File: config.mk
export PLATFORM = sky130hd
export DESIGN_NAME = sync_length_xor_frame_receiver
export DESIGN_NICKNAME = d
export VERILOG_FILES = /design/src/rtl/sljfr_pkg.sv /design/src/rtl/sljfr_ram.sv /design/src/rtl/sync_length_xor_frame_receiver.sv
export SDC_FILE = /design/constraint.sdc
export NUM_CORES = 1
export LEC_CHECK = 0
export ABC_CLOCK_PERIOD_IN_PS = 2950
export BUFFER_PORTS_ARGS = -buffer_cell sky130_fd_sc_hd__buf_2
export CAP_MARGIN = 20
export CORE_MARGIN = 5
export CORE_UTILIZATION = 45
export CTS_CLUSTER_DIAMETER = 150
export DETAILED_ROUTE_END_ITERATION = 10
export HOLD_SLACK_MARGIN = 0.15
export PLACE_DENSITY = 0.6
export SETUP_SLACK_MARGIN = 0.3
export SLEW_MARGIN = 10
export SYNTH_ARGS = -nofsm -noshare
export SYNTH_HDL_FRONTEND = slang
export SYNTH_SLANG_ARGS = --single-unit
File: constraint.sdc
create_clock -name clk -period 2.95 [get_ports clk]
set_input_delay 0.885 -clock clk [delete_from_list [all_inputs] [get_ports clk]]
set_output_delay 0.885 -clock clk [all_outputs]
set_load 0.005 [all_outputs]
File: src/rtl/sljfr_pkg.sv
// Shared types and constants for the sync/length/XOR frame receiver.
// No dependencies; used by sync_length_xor_frame_receiver.
`default_nettype none

package sljfr_pkg;

    // Receiver sequencer states
    typedef enum logic [2:0] {
        ST_HUNT,
        ST_SOURCE,
        ST_FACE,
        ST_TYPE,
        ST_LENGTH,
        ST_PAYLOAD,
        ST_DELIVER
    } state_t;

    localparam logic [7:0] START_BYTE = 8'h7E;

    // Result field widths (fixed by the interface)
    localparam int BYTE_W     = 8;
    localparam int OUT_LEN_W  = 6;
    localparam int OUT_IDX_W  = 5;
    localparam int OUT_DATA_W = 3 * BYTE_W + OUT_LEN_W + OUT_IDX_W + BYTE_W;
    localparam int TDATA_W    = 48;
    localparam int TDATA_PAD  = TDATA_W - OUT_DATA_W;

endpackage

`default_nettype wire

File: src/rtl/sljfr_ram.sv
// Generic single-clock RAM: one write port, one read port, registered read.
// No dependencies.
`default_nettype none

module sljfr_ram #(
    parameter int WIDTH = 8,
    parameter int DEPTH = 32,
    localparam int AW   = (DEPTH > 1) ? $clog2(DEPTH) : 1
) (
    input  wire logic             clk,
    input  wire logic             we,
    input  wire logic [AW-1:0]    waddr,
    input  wire logic [WIDTH-1:0] wdata,
    input  wire logic             re,
    input  wire logic [AW-1:0]    raddr,
    output logic      [WIDTH-1:0] rdata
);

    logic [WIDTH-1:0] mem [DEPTH];

    always_ff @(posedge clk)
    begin
        if (we)
        begin
            mem[waddr] <= wdata;
        end
        if (re)
        begin
            rdata <= mem[raddr];
        end
    end

endmodule

`default_nettype wire

File: src/rtl/sync_length_xor_frame_receiver.sv
// Framed byte receiver top level: hunts for a start byte, stores header and
// payload, checks an XOR checksum and replays good frames as a result run.
// Depends on sljfr_pkg and sljfr_ram.
`default_nettype none

// Takes one received byte per request on the s_ group and delivers verified
// frames on the m_ group. A frame is 0x7E, source id, source face, frame
// type, payload length (0..MAX_PAYLOAD), the payload bytes and one checksum
// byte equal to the XOR of the payload. A start byte inside a frame is plain
// data; a length above MAX_PAYLOAD drops the frame. When rx_enable is set,
// a good frame comes out as one request per payload byte (tuser=1) or a
// single header-only request (tuser=0) for an empty frame, tlast on the
// final one; bad or disabled frames vanish silently. After a good checksum
// the input stalls while the frame is read back from the payload RAM: each
// payload byte is read from the RAM, then loaded into the output register
// before the next read; downstream stalls hold it too. No clearing pass
// after reset.
module sync_length_xor_frame_receiver #(
    parameter int MAX_PAYLOAD = 32
) (
    input  wire logic        clk,
    input  wire logic        rst_n,

    // configuration: rx_enable
    input  wire logic        cfg_wen,
    input  wire logic        cfg_wdata,     // [0] rx_enable

    // received bytes
    input  wire logic        s_tvalid,
    output logic             s_tready,
    input  wire logic [7:0]  s_tdata,       // [7:0] rx_byte

    // delivered results
    output logic             m_tvalid,
    input  wire logic        m_tready,
    // [7:0] source_id, [15:8] source_face, [23:16] frame_type,
    // [29:24] payload_length, [34:30] byte_index, [42:35] payload_byte,
    // [47:43] zero
    output logic [47:0]      m_tdata,
    output logic             m_tuser,       // [0] has_payload
    output logic             m_tlast        // last
);

    localparam int LEN_W = $clog2(MAX_PAYLOAD + 1);
    localparam int AW    = (MAX_PAYLOAD > 1) ? $clog2(MAX_PAYLOAD) : 1;
    localparam logic [7:0] MAX_LEN_B = 8'(MAX_PAYLOAD);

    sljfr_pkg::state_t state_reg, state_next;

    logic             rx_enable_reg;
    logic [7:0]       xor_reg, xor_next;
    logic [7:0]       src_reg, src_next;
    logic [7:0]       face_reg, face_next;
    logic [7:0]       type_reg, type_next;
    logic [LEN_W-1:0] len_reg, len_next;
    logic [LEN_W-1:0] cnt_reg, cnt_next;     // payload position / readback index
    logic             pend_reg, pend_next;   // RAM read in flight
    logic [LEN_W-1:0] pend_idx_reg, pend_idx_next;
    logic             pend_last_reg, pend_last_next;

    // output register
    logic             out_valid_reg, out_valid_next;
    logic [7:0]       out_src_reg, out_src_next;
    logic [7:0]       out_face_reg, out_face_next;
    logic [7:0]       out_type_reg, out_type_next;
    logic [LEN_W-1:0] out_len_reg, out_len_next;
    logic             out_has_reg, out_has_next;
    logic [LEN_W-1:0] out_idx_reg, out_idx_next;
    logic [7:0]       out_byte_reg, out_byte_next;
    logic             out_last_reg, out_last_next;

    logic             in_acc;
    logic             out_free;
    logic             ram_we;
    logic             ram_re;
    logic [7:0]       ram_rdata;
    logic [LEN_W-1:0] len_m1;

    sljfr_ram #(
        .WIDTH (8),
        .DEPTH (MAX_PAYLOAD)
    ) u_payload_ram (
        .clk   (clk),
        .we    (ram_we),
        .waddr (cnt_reg[AW-1:0]),
        .wdata (s_tdata),
        .re    (ram_re),
        .raddr (cnt_reg[AW-1:0]),
        .rdata (ram_rdata)
    );

    assign s_tready = (state_reg != sljfr_pkg::ST_DELIVER);
    assign in_acc   = s_tvalid && s_tready;
    assign len_m1   = len_reg - LEN_W'(1);
    // slot free for a new result next cycle, nothing already heading for it
    assign out_free = !pend_reg && (!out_valid_reg || m_tready);

    always_ff @(posedge clk or negedge rst_n)
    begin
        if (!rst_n)
        begin
            state_reg     <= sljfr_pkg::ST_HUNT;
            rx_enable_reg <= 1'b0;
            xor_reg       <= '0;
            src_reg       <= '0;
            face_reg      <= '0;
            type_reg      <= '0;
            len_reg       <= '0;
            cnt_reg       <= '0;
            pend_reg      <= 1'b0;
            out_valid_reg <= 1'b0;
        end
        else
        begin
            state_reg     <= state_next;
            if (cfg_wen)
            begin
                rx_enable_reg <= cfg_wdata;
            end
            xor_reg       <= xor_next;
            src_reg       <= src_next;
            face_reg      <= face_next;
            type_reg      <= type_next;
            len_reg       <= len_next;
            cnt_reg       <= cnt_next;
            pend_reg      <= pend_next;
            out_valid_reg <= out_valid_next;
        end
    end

    always_ff @(posedge clk)
    begin
        pend_idx_reg  <= pend_idx_next;
        pend_last_reg <= pend_last_next;
        out_src_reg   <= out_src_next;
        out_face_reg  <= out_face_next;
        out_type_reg  <= out_type_next;
        out_len_reg   <= out_len_next;
        out_has_reg   <= out_has_next;
        out_idx_reg   <= out_idx_next;
        out_byte_reg  <= out_byte_next;
        out_last_reg  <= out_last_next;
    end

    always_comb
    begin
        state_next     = state_reg;
        xor_next       = xor_reg;
        src_next       = src_reg;
        face_next      = face_reg;
        type_next      = type_reg;
        len_next       = len_reg;
        cnt_next       = cnt_reg;
        pend_next      = 1'b0;
        pend_idx_next  = pend_idx_reg;
        pend_last_next = pend_last_reg;
        ram_we         = 1'b0;
        ram_re         = 1'b0;

        out_valid_next = out_valid_reg && !m_tready;
        out_src_next   = out_src_reg;
        out_face_next  = out_face_reg;
        out_type_next  = out_type_reg;
        out_len_next   = out_len_reg;
        out_has_next   = out_has_reg;
        out_idx_next   = out_idx_reg;
        out_byte_next  = out_byte_reg;
        out_last_next  = out_last_reg;

        // read data lands in the cycle after the read was issued
        if (pend_reg)
        begin
            out_valid_next = 1'b1;
            out_src_next   = src_reg;
            out_face_next  = face_reg;
            out_type_next  = type_reg;
            out_len_next   = len_reg;
            out_has_next   = 1'b1;
            out_idx_next   = pend_idx_reg;
            out_byte_next  = ram_rdata;
            out_last_next  = pend_last_reg;
        end

        unique case (state_reg)
            sljfr_pkg::ST_HUNT:
            begin
                if (in_acc && s_tdata == sljfr_pkg::START_BYTE)
                begin
                    xor_next   = '0;
                    state_next = sljfr_pkg::ST_SOURCE;
                end
            end
            sljfr_pkg::ST_SOURCE:
            begin
                if (in_acc)
                begin
                    src_next   = s_tdata;
                    state_next = sljfr_pkg::ST_FACE;
                end
            end
            sljfr_pkg::ST_FACE:
            begin
                if (in_acc)
                begin
                    face_next  = s_tdata;
                    state_next = sljfr_pkg::ST_TYPE;
                end
            end
            sljfr_pkg::ST_TYPE:
            begin
                if (in_acc)
                begin
                    type_next  = s_tdata;
                    state_next = sljfr_pkg::ST_LENGTH;
                end
            end
            sljfr_pkg::ST_LENGTH:
            begin
                if (in_acc)
                begin
                    if (s_tdata > MAX_LEN_B)
                    begin
                        // oversize: drop, keep old length
                        state_next = sljfr_pkg::ST_HUNT;
                    end
                    else
                    begin
                        len_next   = LEN_W'(s_tdata);
                        cnt_next   = '0;
                        state_next = sljfr_pkg::ST_PAYLOAD;
                    end
                end
            end
            sljfr_pkg::ST_PAYLOAD:
            begin
                if (in_acc)
                begin
                    if (cnt_reg != len_reg)
                    begin
                        ram_we   = 1'b1;
                        xor_next = xor_reg ^ s_tdata;
                        cnt_next = cnt_reg + LEN_W'(1);
                    end
                    else
                    begin
                        // checksum byte
                        cnt_next = '0;
                        if (xor_reg == s_tdata && rx_enable_reg)
                        begin
                            state_next = sljfr_pkg::ST_DELIVER;
                        end
                        else
                        begin
                            state_next = sljfr_pkg::ST_HUNT;
                        end
                    end
                end
            end
            sljfr_pkg::ST_DELIVER:
            begin
                if (out_free)
                begin
                    if (len_reg == '0)
                    begin
                        // empty frame: header-only result
                        out_valid_next = 1'b1;
                        out_src_next   = src_reg;
                        out_face_next  = face_reg;
                        out_type_next  = type_reg;
                        out_len_next   = len_reg;
                        out_has_next   = 1'b0;
                        out_idx_next   = '0;
                        out_byte_next  = '0;
                        out_last_next  = 1'b1;
                        state_next     = sljfr_pkg::ST_HUNT;
                    end
                    else
                    begin
                        ram_re         = 1'b1;
                        pend_next      = 1'b1;
                        pend_idx_next  = cnt_reg;
                        pend_last_next = (cnt_reg == len_m1);
                        cnt_next       = cnt_reg + LEN_W'(1);
                        if (cnt_reg == len_m1)
                        begin
                            state_next = sljfr_pkg::ST_HUNT;
                        end
                    end
                end
            end
            default:
            begin
                state_next = sljfr_pkg::ST_HUNT;
            end
        endcase
    end

    assign m_tvalid = out_valid_reg;
    assign m_tuser  = out_has_reg;
    assign m_tlast  = out_last_reg;
    assign m_tdata  = {
        {sljfr_pkg::TDATA_PAD{1'b0}},
        out_byte_reg,
        sljfr_pkg::OUT_IDX_W'(out_idx_reg),
        sljfr_pkg::OUT_LEN_W'(out_len_reg),
        out_type_reg,
        out_face_reg,
        out_src_reg
    };

endmodule

`default_nettype wire
==> results of run 1 <==
-- worst max-delay path, stage by stage (launching register included) --
cell and delay, ns:
dfrtp_1 0.58, and3b_2 0.38, inv_4 0.08, buf_2 0.13
-- power breakdown --
group	internal [µW]	leakage (µW)	switching [µW]
combinational	2100	0.00177	2270
sequential	6280	0.00343	468
clock	2840	0.000614	1900
-- per-layer routing --
metal | GRT usage, % | part of all wire [%]
met5 | 0 | 0.039
met4 | 4.17 | 1.5
met3 | 3.41 | 6.5
met2 | 27.4 | 47
met1 | 25.5 | 45
-- how the worst max path moves through the flow --
stage	startpoint	end	slack [ns]	cells past startpoint
CTS	state_reg[2]	s_tready	0.38	3
finish	state_reg[2]	s_tready	0.38	3
global route	state_reg[2]	s_tready	0.31	3
floorplan	s_tvalid	u_payload_ram.mem[13][0]	0.53	6
detailed placement	s_tvalid	u_payload_ram.mem[14][0]	0.33	6
global placement	s_tvalid	u_payload_ram.mem[15][0]	0.37	6
-- cell type report --
type | instances | area (µm²) | area share [%]
Sequential cell | 365 | 10300 | 61.1
Tap cell | 402 | 503 | 2.99
Clock buffer | 54 | 1080 | 6.45
Inverter | 10 | 40.0 | 0.238
Antenna cell | 2 | 5.00 | 0.0298
Clock inverter | 17 | 171 | 1.02
Multi-Input combinational cell | 400 | 3910 | 23.3
Timing Repair Buffer | 125 | 813 | 4.84
-- synth_stat cells, types with 15 or more instances --
library cell / count
mux4_2: 64
xnor2_1: 15
a22oi_1: 32
edfxtp_1: 270
clkbuf_1: 21
buf_2: 17
nor2_1: 62
nand2_1: 19
mux2_2: 57
dfxtp_1: 45
mux2i_1: 17
dfrtp_1: 50
-- stage by stage --
step           setup slack, ns  hold slack (ns)  util, %  cell area [µm²]  total power [µW]
6_report                 0.376            0.264     53.1            16800             15900
5_1_grt                  0.305            0.277     53.1            16800             16700
4_1_cts                  0.384            0.259     53.1            16800             16000
3_5_place_dp             0.331            0.442     49.1            15500             11300
3_3_place_gp             0.365            0.440     49.1            15500             11200
2_1_floorplan            0.532            0.420        -            14500              9810
-- cell families after synthesis --
kind of cell | Yosys count
flip-flops | 365
AND/OR/NAND/NOR | 154
multiplexers | 138
AO/OA/AOI/OAI | 81
buffers and inverters | 66
XOR/XNOR | 17
adder cells (fa/ha/maj) | 5
other | 1
-- what timing repair did --
action,CTS,global route
gates resized for setup,1,0
buffers inserted,0,0
setup endpoints to repair,1,0
==> impl_metrics.csv, run 1 <==
group,metric,value,unit
power_and_ir_drop,power.density,944,nW/µm²
detailed_routing,drtPass1Iterations,5,
detailed_routing,via_per_inst,5.55,
floorplanning,coreArea,31600,µm²
synth,synth_area_leaders,"edfxtp_1, mux4_2, dfrtp_1, dfxtp_1, mux2_2",
setup_path,critPathLaunchType,"flip-flop",
detailed_routing,num_vias,7629,
finish,largest-register,"u_payload_ram.mem",
synth,synth_edf_count,270,
sta,setup_viol,0,
finish,fill_cells,2561,
synth,ys.flop_type,"edfxtp_1",
synth,synth_xor_area_share,1.03,%
synth,netlist.area_leader.share,56.0,%
synth,synthAdderAreaFrac,0.432,%
placement,dp_cells,1302,
synth,synth_top_family_by_area,"multiplexers",
detailed_routing,totalWireLength,31000,µm
floorplanning,start_util,45.8,%
clock_tree,cts.sinks,365,
sta,fin_crit,2.57,ns
setup_path,end_kind,"primary output",
synth,synthMuxAreaShare,15.6,%
grt,grt_max_degree,71,
sta,hold_viol_final,0,
finish,final_cell_mix,"edfxtp_1, mux4_2, buf_4",
floorplanning,pin_count,66,
clock_tree,path_clk_slew,0.06,ns
grt,grt_pass1_vias,7770,
setup_path,crit_type,"reg2out",
sta,rsz0062_at_grt,"no",
finish,largest_reg_flops,256,
finish,syn2layout_area_growth,16.0,%
sta,fin_setup_tns,0,ns
job,max-cap-violations,0,
finish,drive_gt1_share,33.0,%
floorplanning,dieArea,35900,µm²
clock_tree,clock_latency,0.53,ns
worst_hold_path,hp-class,"in2async",
detailed_routing,wl_per_cell,22.6,µm
setup_path,ff2ff_setup_slack,0.49,ns
synth,avgSynthCellArea,17.5,µm²
synth,yosys.area_share.simple,5.52,%
clock_tree,numCtsBuffers,39,
sta,skew,0.0335,ns
sta,clock.fmax,0.388,GHz
finish,instances_no_fill,1375,
clock_tree,root_buffer,"clkbuf_16",
grt,grt-ovfl-total,0,
synth,ys_async_sr_fraction,13.7,%
setup_path,required,2.07,ns
placement,dp_hpwl,20200,µm
finish,final_common_cell,"edfxtp_1",
finish,nNetsFinal,960,
detailed_routing,drtIter0Drc,603,
sta,maxSlewHeadroom,45.2,%
detailed_routing,drtAntennaViolNets,0,
synth,ys_types,62,
setup_path,r2r-end,"u_payload_ram.mem[10][6]",
synth,yosys.area.top_type,"edfxtp_1",
status,status,"complete, no violations",
synth,seq_area_frac_synth,70.9,%
clock_tree,cts.path.max_buffers,3,
grt,grt_pass1_wl,47800,µm
placement,gp_congestion,0.798,
synth,synth.cell_area,14500,µm²
clock_tree,htreeDepth,2,
grt,antenna_found_initial,4,
sta,report.final.slew_viol_count,0,
power_and_ir_drop,power.leakage,0.00581,µW
setup_path,rr_startpoint,"len_reg[3]",
clock_tree,ctsHoldBuffers,0,
floorplanning,die_h,189,µm
placement,portBuffers,60,
setup_path,worst-path-max-fanout,12,
floorplanning,row_count,65,
synth,ys_seq_elements,365,
synth,synth-compound-area-share,4.36,%
detailed_routing,drc,0,
synth,yosysWarnings,0,
power_and_ir_drop,irDropWorstVdd,0.483,mV
floorplanning,die_w,189,µm
setup_path,r2r_cells,6,
synth,synthCells,827,
clock_tree,cts_tree,"built",
grt,track_usage,17.4,%
sta,post-route-period-util,87.3,%
sta,tightestPinTransition,0.819,ns
setup_path,cp.arrival,1.69,ns
(Power assumes the default switching activity.)
==> inputs of run 2 (changes only) <==
BUFFER_PORTS_ARGS = default   (was -buffer_cell sky130_fd_sc_hd__buf_2)
DONT_BUFFER_PORTS = 1   (was default)
PLACE_DENSITY = 0.59   (was 0.6)
==> run 2 against run 1 <==
Final cell count down 6.6%. Global-route usage up 0.34 points. Critical path depth up 2. Critical endpoint is now u_payload_ram.mem[21][7]. Via count down 0.35%. Sequential share of layout area up 1.8 points. Clock power about the same. Fmax down 6.7%. Clock skew down 0.0073 ns. Largest power group unchanged. Worst hold slack worse by 0.073 ns.
==> impl_metrics.csv, run 2 (synthesized netlist as in run 1, its figures left out) <==
group,metric,value,unit
power_and_ir_drop,p_sw,4580,µW
detailed_routing,via_per_inst,5.92,
sta,fin_setup_tns,0,ns
sta,setup_viol,0,
finish,fill_cells,2528,
placement,dp_slack,0.218,ns
sta,skew,0.0262,ns
placement,gp_congestion,0.809,
setup_path,cp.arrival,2.91,ns
finish,regArea,10300,µm²
grt,use_met3,4.98,%
detailed_routing,drtPass1Iterations,5,
clock_tree,cts_tree,"built",
status,status,"complete, no violations",
floorplanning,row_count,65,
power_and_ir_drop,irDropWorstVdd,0.399,mV
floorplanning,die_w,189,µm
finish,syn2layout_area_growth,12.7,%
finish,final_common_cell,"edfxtp_1",
grt,grt-ovfl-total,0,
clock_tree,cts.path.max_buffers,3,
detailed_routing,drtAntennaViolNets,0,
sta,report.final.slew_viol_count,0,
power_and_ir_drop,power.density,954,nW/µm²
detailed_routing,totalWireLength,31700,µm
power_and_ir_drop,seq_power_share,44.0,%
sta,fin_ws,0.190,ns
finish,antenna_cells,0,
sta,rsz0062_at_grt,"yes",
placement,portBuffers,0,
power_and_ir_drop,clkPwrFrac,30.5,%
grt,grt_max_degree,54,
finish,drive_gt1_share,27.2,%
finish,largest-register,"u_payload_ram.mem",
grt,grt_pass1_wl,48600,µm
setup_path,end_kind,"flip-flop",
detailed_routing,drc,0,
setup_path,crit_type,"reg2reg",
finish,largest_reg_flops,256,
clock_tree,root_buffer,"clkbuf_16",
finish,nNetsFinal,870,
finish,finalInstanceArea,16300,µm²
worst_hold_path,hp-class,"in2async",
sta,tightestPinTransition,0.855,ns
placement,dp_hpwl,19100,µm
detailed_routing,wl_per_cell,24.6,µm
finish,multi_input_area,3930,µm²
grt,grt_pass1_vias,8000,
grt,busiest_layer,"met2",
clock_tree,postCtsSetupBuffers,0,
power_and_ir_drop,p_int,11000,µW
finish,final_cell_mix,"edfxtp_1, mux4_2, mux2_2",
setup_path,critPathLaunchType,"flip-flop",
floorplanning,die_h,189,µm
grt,track_usage,17.8,%
sta,clock.fmax,0.362,GHz
floorplanning,start_util,45.8,%
job,max-cap-violations,0,
clock_tree,clock_latency,0.54,ns
detailed_routing,drtIter0Drc,613,
placement,post_dp_cell_area,15000,µm²
detailed_routing,num_vias,7602,
power_and_ir_drop,swShare,29.4,%
floorplanning,pin_count,66,
grt,use_met1,23.8,%
grt,antenna_found_initial,2,
floorplanning,coreArea,31600,µm²
clock_tree,cts.sinks,365,
setup_path,worst-path-max-fanout,12,
power_and_ir_drop,combPwrFrac,25.5,%
sta,fin_crit,2.76,ns
sta,maxSlewHeadroom,42.8,%
clock_tree,htreeDepth,2,
sta,hold_viol_final,0,
setup_path,r2r_cells,5,
clock_tree,numCtsBuffers,39,
power_and_ir_drop,power.leakage,0.00539,µW
setup_path,required,3.10,ns
sta,post-route-period-util,93.6,%
floorplanning,dieArea,35900,µm²
grt,use_met2,29.0,%
clock_tree,path_clk_slew,0.06,ns
==> run 2: area by class of cell <==
class | instances | area share (%)
flip-flops and latches | 365 | 62.9
multi-input cells | 400 | 24.1
clock buffers | 50 | 6.43
well taps | 402 | 3.08
repair buffers | 35 | 1.93
clock inverters | 22 | 1.29
inverters | 10 | 0.245
==> run 2: critical path, cell delays in order, from the launching register on <==
cell	delay, ns
dfrtp_1	0.58
and3b_1	0.28
nand2_1	0.08
a21oi_1	0.25
nand2_1	0.44
nor2_1	0.74
==> run 2: power by group through the flow <==
stage	combinational (µW)	sequential, µW	clock [µW]
finish	3970	6840	4740
global route	4350	6940	5090
CTS	4010	6860	4850
detailed placement	3960	6960	0
global placement	3840	6930	0
floorplan	3120	6700	0
==> run 2: per-layer routing <==
metal	part of all wire [%]	vias to the layer above
li1	-	3297
met1	40	3929
met2	49	299
met3	8.7	73
met4	2.3	4
met5	0.088	-
==> run 2: worst paths after layout <==
path	start	endpoint	slack [ns]
min	rst_n	len_reg[4]	0.19
max in group asynchronous	rst_n	src_reg[6]	2.49
max	state_reg[2]	u_payload_ram.mem[21][7]	0.19
max reg2reg	state_reg[2]	u_payload_ram.mem[21][7]	0.19
min reg2reg	pend_last_reg	m_tlast	0.47
min in group clk	s_tdata[7]	u_payload_ram.mem[20][7]	0.45
==> run 2: repair_timing <==
action,4_1_cts,5_1_grt
gates resized for setup,5,4
endpoints found under the setup margin,81,156
pin swaps,0,0
hold buffers,1,0
hold endpoints to repair,50,0
==> run 2: through the flow <==
stage,power (µW),hold slack [ns],utilization (%),std cells
3_3_place_gp,10800,0.446,47.4,1210
4_1_cts,15700,0.199,51.5,1284
6_report,15600,0.191,51.6,1284
3_5_place_dp,10900,0.453,47.4,1211
5_1_grt,16400,0.202,51.6,1284
2_1_floorplan,9810,0.420,-,831
==> inputs of run 3 (changes only) <==
CORE_UTILIZATION = 55   (was 45)
PLACE_DENSITY = default   (was 0.59)
PLACE_DENSITY_LB_ADDON = 0.25   (was default)
==> run 3 against run 2 <==
Die area down 17%. Critical path depth down 3. Total power down 1.4%. Count of clock-buffer cells in the layout up 9. Fmax up 9.1%. Via count down 1.2%. Critical endpoint is now s_tready. Combinational power down 3%. Highest routed layer is now met4. Setup slack better by 0.23 ns. Critical path type is now reg2out. Largest power group unchanged.
==> impl_metrics.csv, run 3 (synthesized netlist as in run 1, its figures left out) <==
group,metric,value,unit
detailed_routing,wl_per_cell,23.7,µm
setup_path,critPathLaunchType,"flip-flop",
detailed_routing,drtAntennaViolNets,0,
floorplanning,die_h,172,µm
sta,post-route-period-util,85.7,%
clock_tree,cts.path.max_buffers,3,
finish,drive_gt1_share,27.1,%
clock_tree,htreeDepth,2,
clock_tree,ctsResizeCount,0,
finish,antenna_cells,0,
floorplanning,dieArea,29700,µm²
worst_hold_path,hp-class,"in2async",
detailed_routing,totalWireLength,29100,µm
clock_tree,numCtsBuffers,39,
finish,largest_reg_flops,256,
detailed_routing,drtPass1Iterations,5,
sta,tightestPinTransition,0.787,ns
detailed_routing,via_per_inst,6.12,
status,status,"complete, no violations",
placement,gp_congestion,0.828,
power_and_ir_drop,power.total,15300,µW
finish,final_common_cell,"edfxtp_1",
sta,fin_crit,2.53,ns
placement,dp_hpwl,18200,µm
setup_path,ff2ff_setup_slack,0.56,ns
clock_tree,root_buffer,"clkbuf_16",
floorplanning,pin_count,66,
grt,grt-ovfl-total,0,
setup_path,cp-startpoint,"state_reg[1]",
detailed_routing,drtIter0Drc,595,
setup_path,crit_type,"reg2out",
setup_path,worst-path-max-fanout,16,
setup_path,cp-endpoint,"s_tready",
floorplanning,die_w,172,µm
sta,setup_viol,0,
sta,report.final.slew_viol_count,0,
finish,syn2layout_area_growth,12.5,%
clock_tree,clock_latency,0.52,ns
grt,grt_pass1_vias,7802,
floorplanning,start_util,55.7,%
sta,skew,0.0140,ns
sta,timing.hold.ws,0.220,ns
detailed_routing,drc,0,
setup_path,r2r_cells,4,
setup_path,rr_startpoint,"cnt_reg[0]",
finish,final_cell_mix,"edfxtp_1, mux4_2, nor2_1",
finish,finalInstanceArea,16300,µm²
job,max-cap-violations,0,
clock_tree,cts.sinks,365,
grt,track_usage,20.0,%
finish,nNetsFinal,883,
floorplanning,coreArea,26000,µm²
grt,antenna_found_initial,0,
sta,clock.fmax,0.395,GHz
setup_path,cp.arrival,1.64,ns
grt,grt_pass1_wl,45100,µm
power_and_ir_drop,irDropWorstVdd,0.708,mV
sta,maxSlewHeadroom,47.4,%
finish,largest-register,"u_payload_ram.mem",
sta,rsz0062_at_grt,"no",
setup_path,required,2.07,ns
grt,grt_max_degree,53,
floorplanning,row_count,59,
clock_tree,cts_tree,"built",
detailed_routing,num_vias,7512,
setup_path,r2r-end,"u_payload_ram.rdata[0]",
sta,hold_viol_final,0,
placement,portBuffers,0,
setup_path,end_kind,"primary output",
power_and_ir_drop,power.density,943,nW/µm²
power_and_ir_drop,power.leakage,0.00546,µW
sta,fin_setup_tns,0,ns
clock_tree,path_clk_slew,0.06,ns
placement,post_dp_cell_area,15000,µm²
[run 3: power by group]
part	internal [µW]	switching, µW	total [µW]
clock	2790	1860	4650
combinational	1880	1970	3850
sequential	6280	565	6850
[run 3: how the worst min path moves through the flow]
stage / to / slack, ns / cells after the start
floorplan: pend_idx_reg[3] / 0.42 / 0
global placement: m_tlast / 0.45 / 1
detailed placement: m_tlast / 0.47 / 1
CTS: cnt_reg[2] / 0.22 / 1
global route: len_reg[5] / 0.23 / 1
finish: cnt_reg[0] / 0.22 / 1
[run 3: through the flow]
| stage | util (%) | std cells | setup WS, ns |
|---|---|---|---|
| final | 62.6 | 1228 | 0.421 |
| after global routing | 62.6 | 1228 | 0.356 |
| after CTS | 62.6 | 1228 | 0.428 |
| after detailed placement | 57.8 | 1157 | 0.538 |
| after global placement | 57.8 | 1157 | 0.588 |
| after floorplan | - | 831 | 0.532 |
[run 3: final cells by class]
class / instances / area [µm²]
clock buffer: 59 / 1150
clock inverter: 11 / 85.1
fill: 1830 / 9710
inverter: 10 / 40.0
multi-input combinational: 400 / 3910
sequential: 365 / 10300
tap: 335 / 419
timing repair buffer: 48 / 405
[run 3: metal layers]
layer / vias to the layer above / routed length (µm) / GRT usage [%]
met4: 0 / 522 / 5.02
met2: 297 / 14400 / 33.1
met5: - / 0 / 0
met1: 3859 / 11800 / 27.9
li1: 3311 / - / -
met3: 45 / 2400 / 3.91
[run 3: what timing repair did]
item / 4_1_cts / 5_1_grt
hold endpoints to repair: 50 / 0
hold buffers: 1 / 0
setup buffers: 0 / 0
[run 3: worst max-delay path: stages, from the launching register on]
cell and delay (ns):
dfrtp_1 0.61, and3b_1 0.42, inv_4 0.10
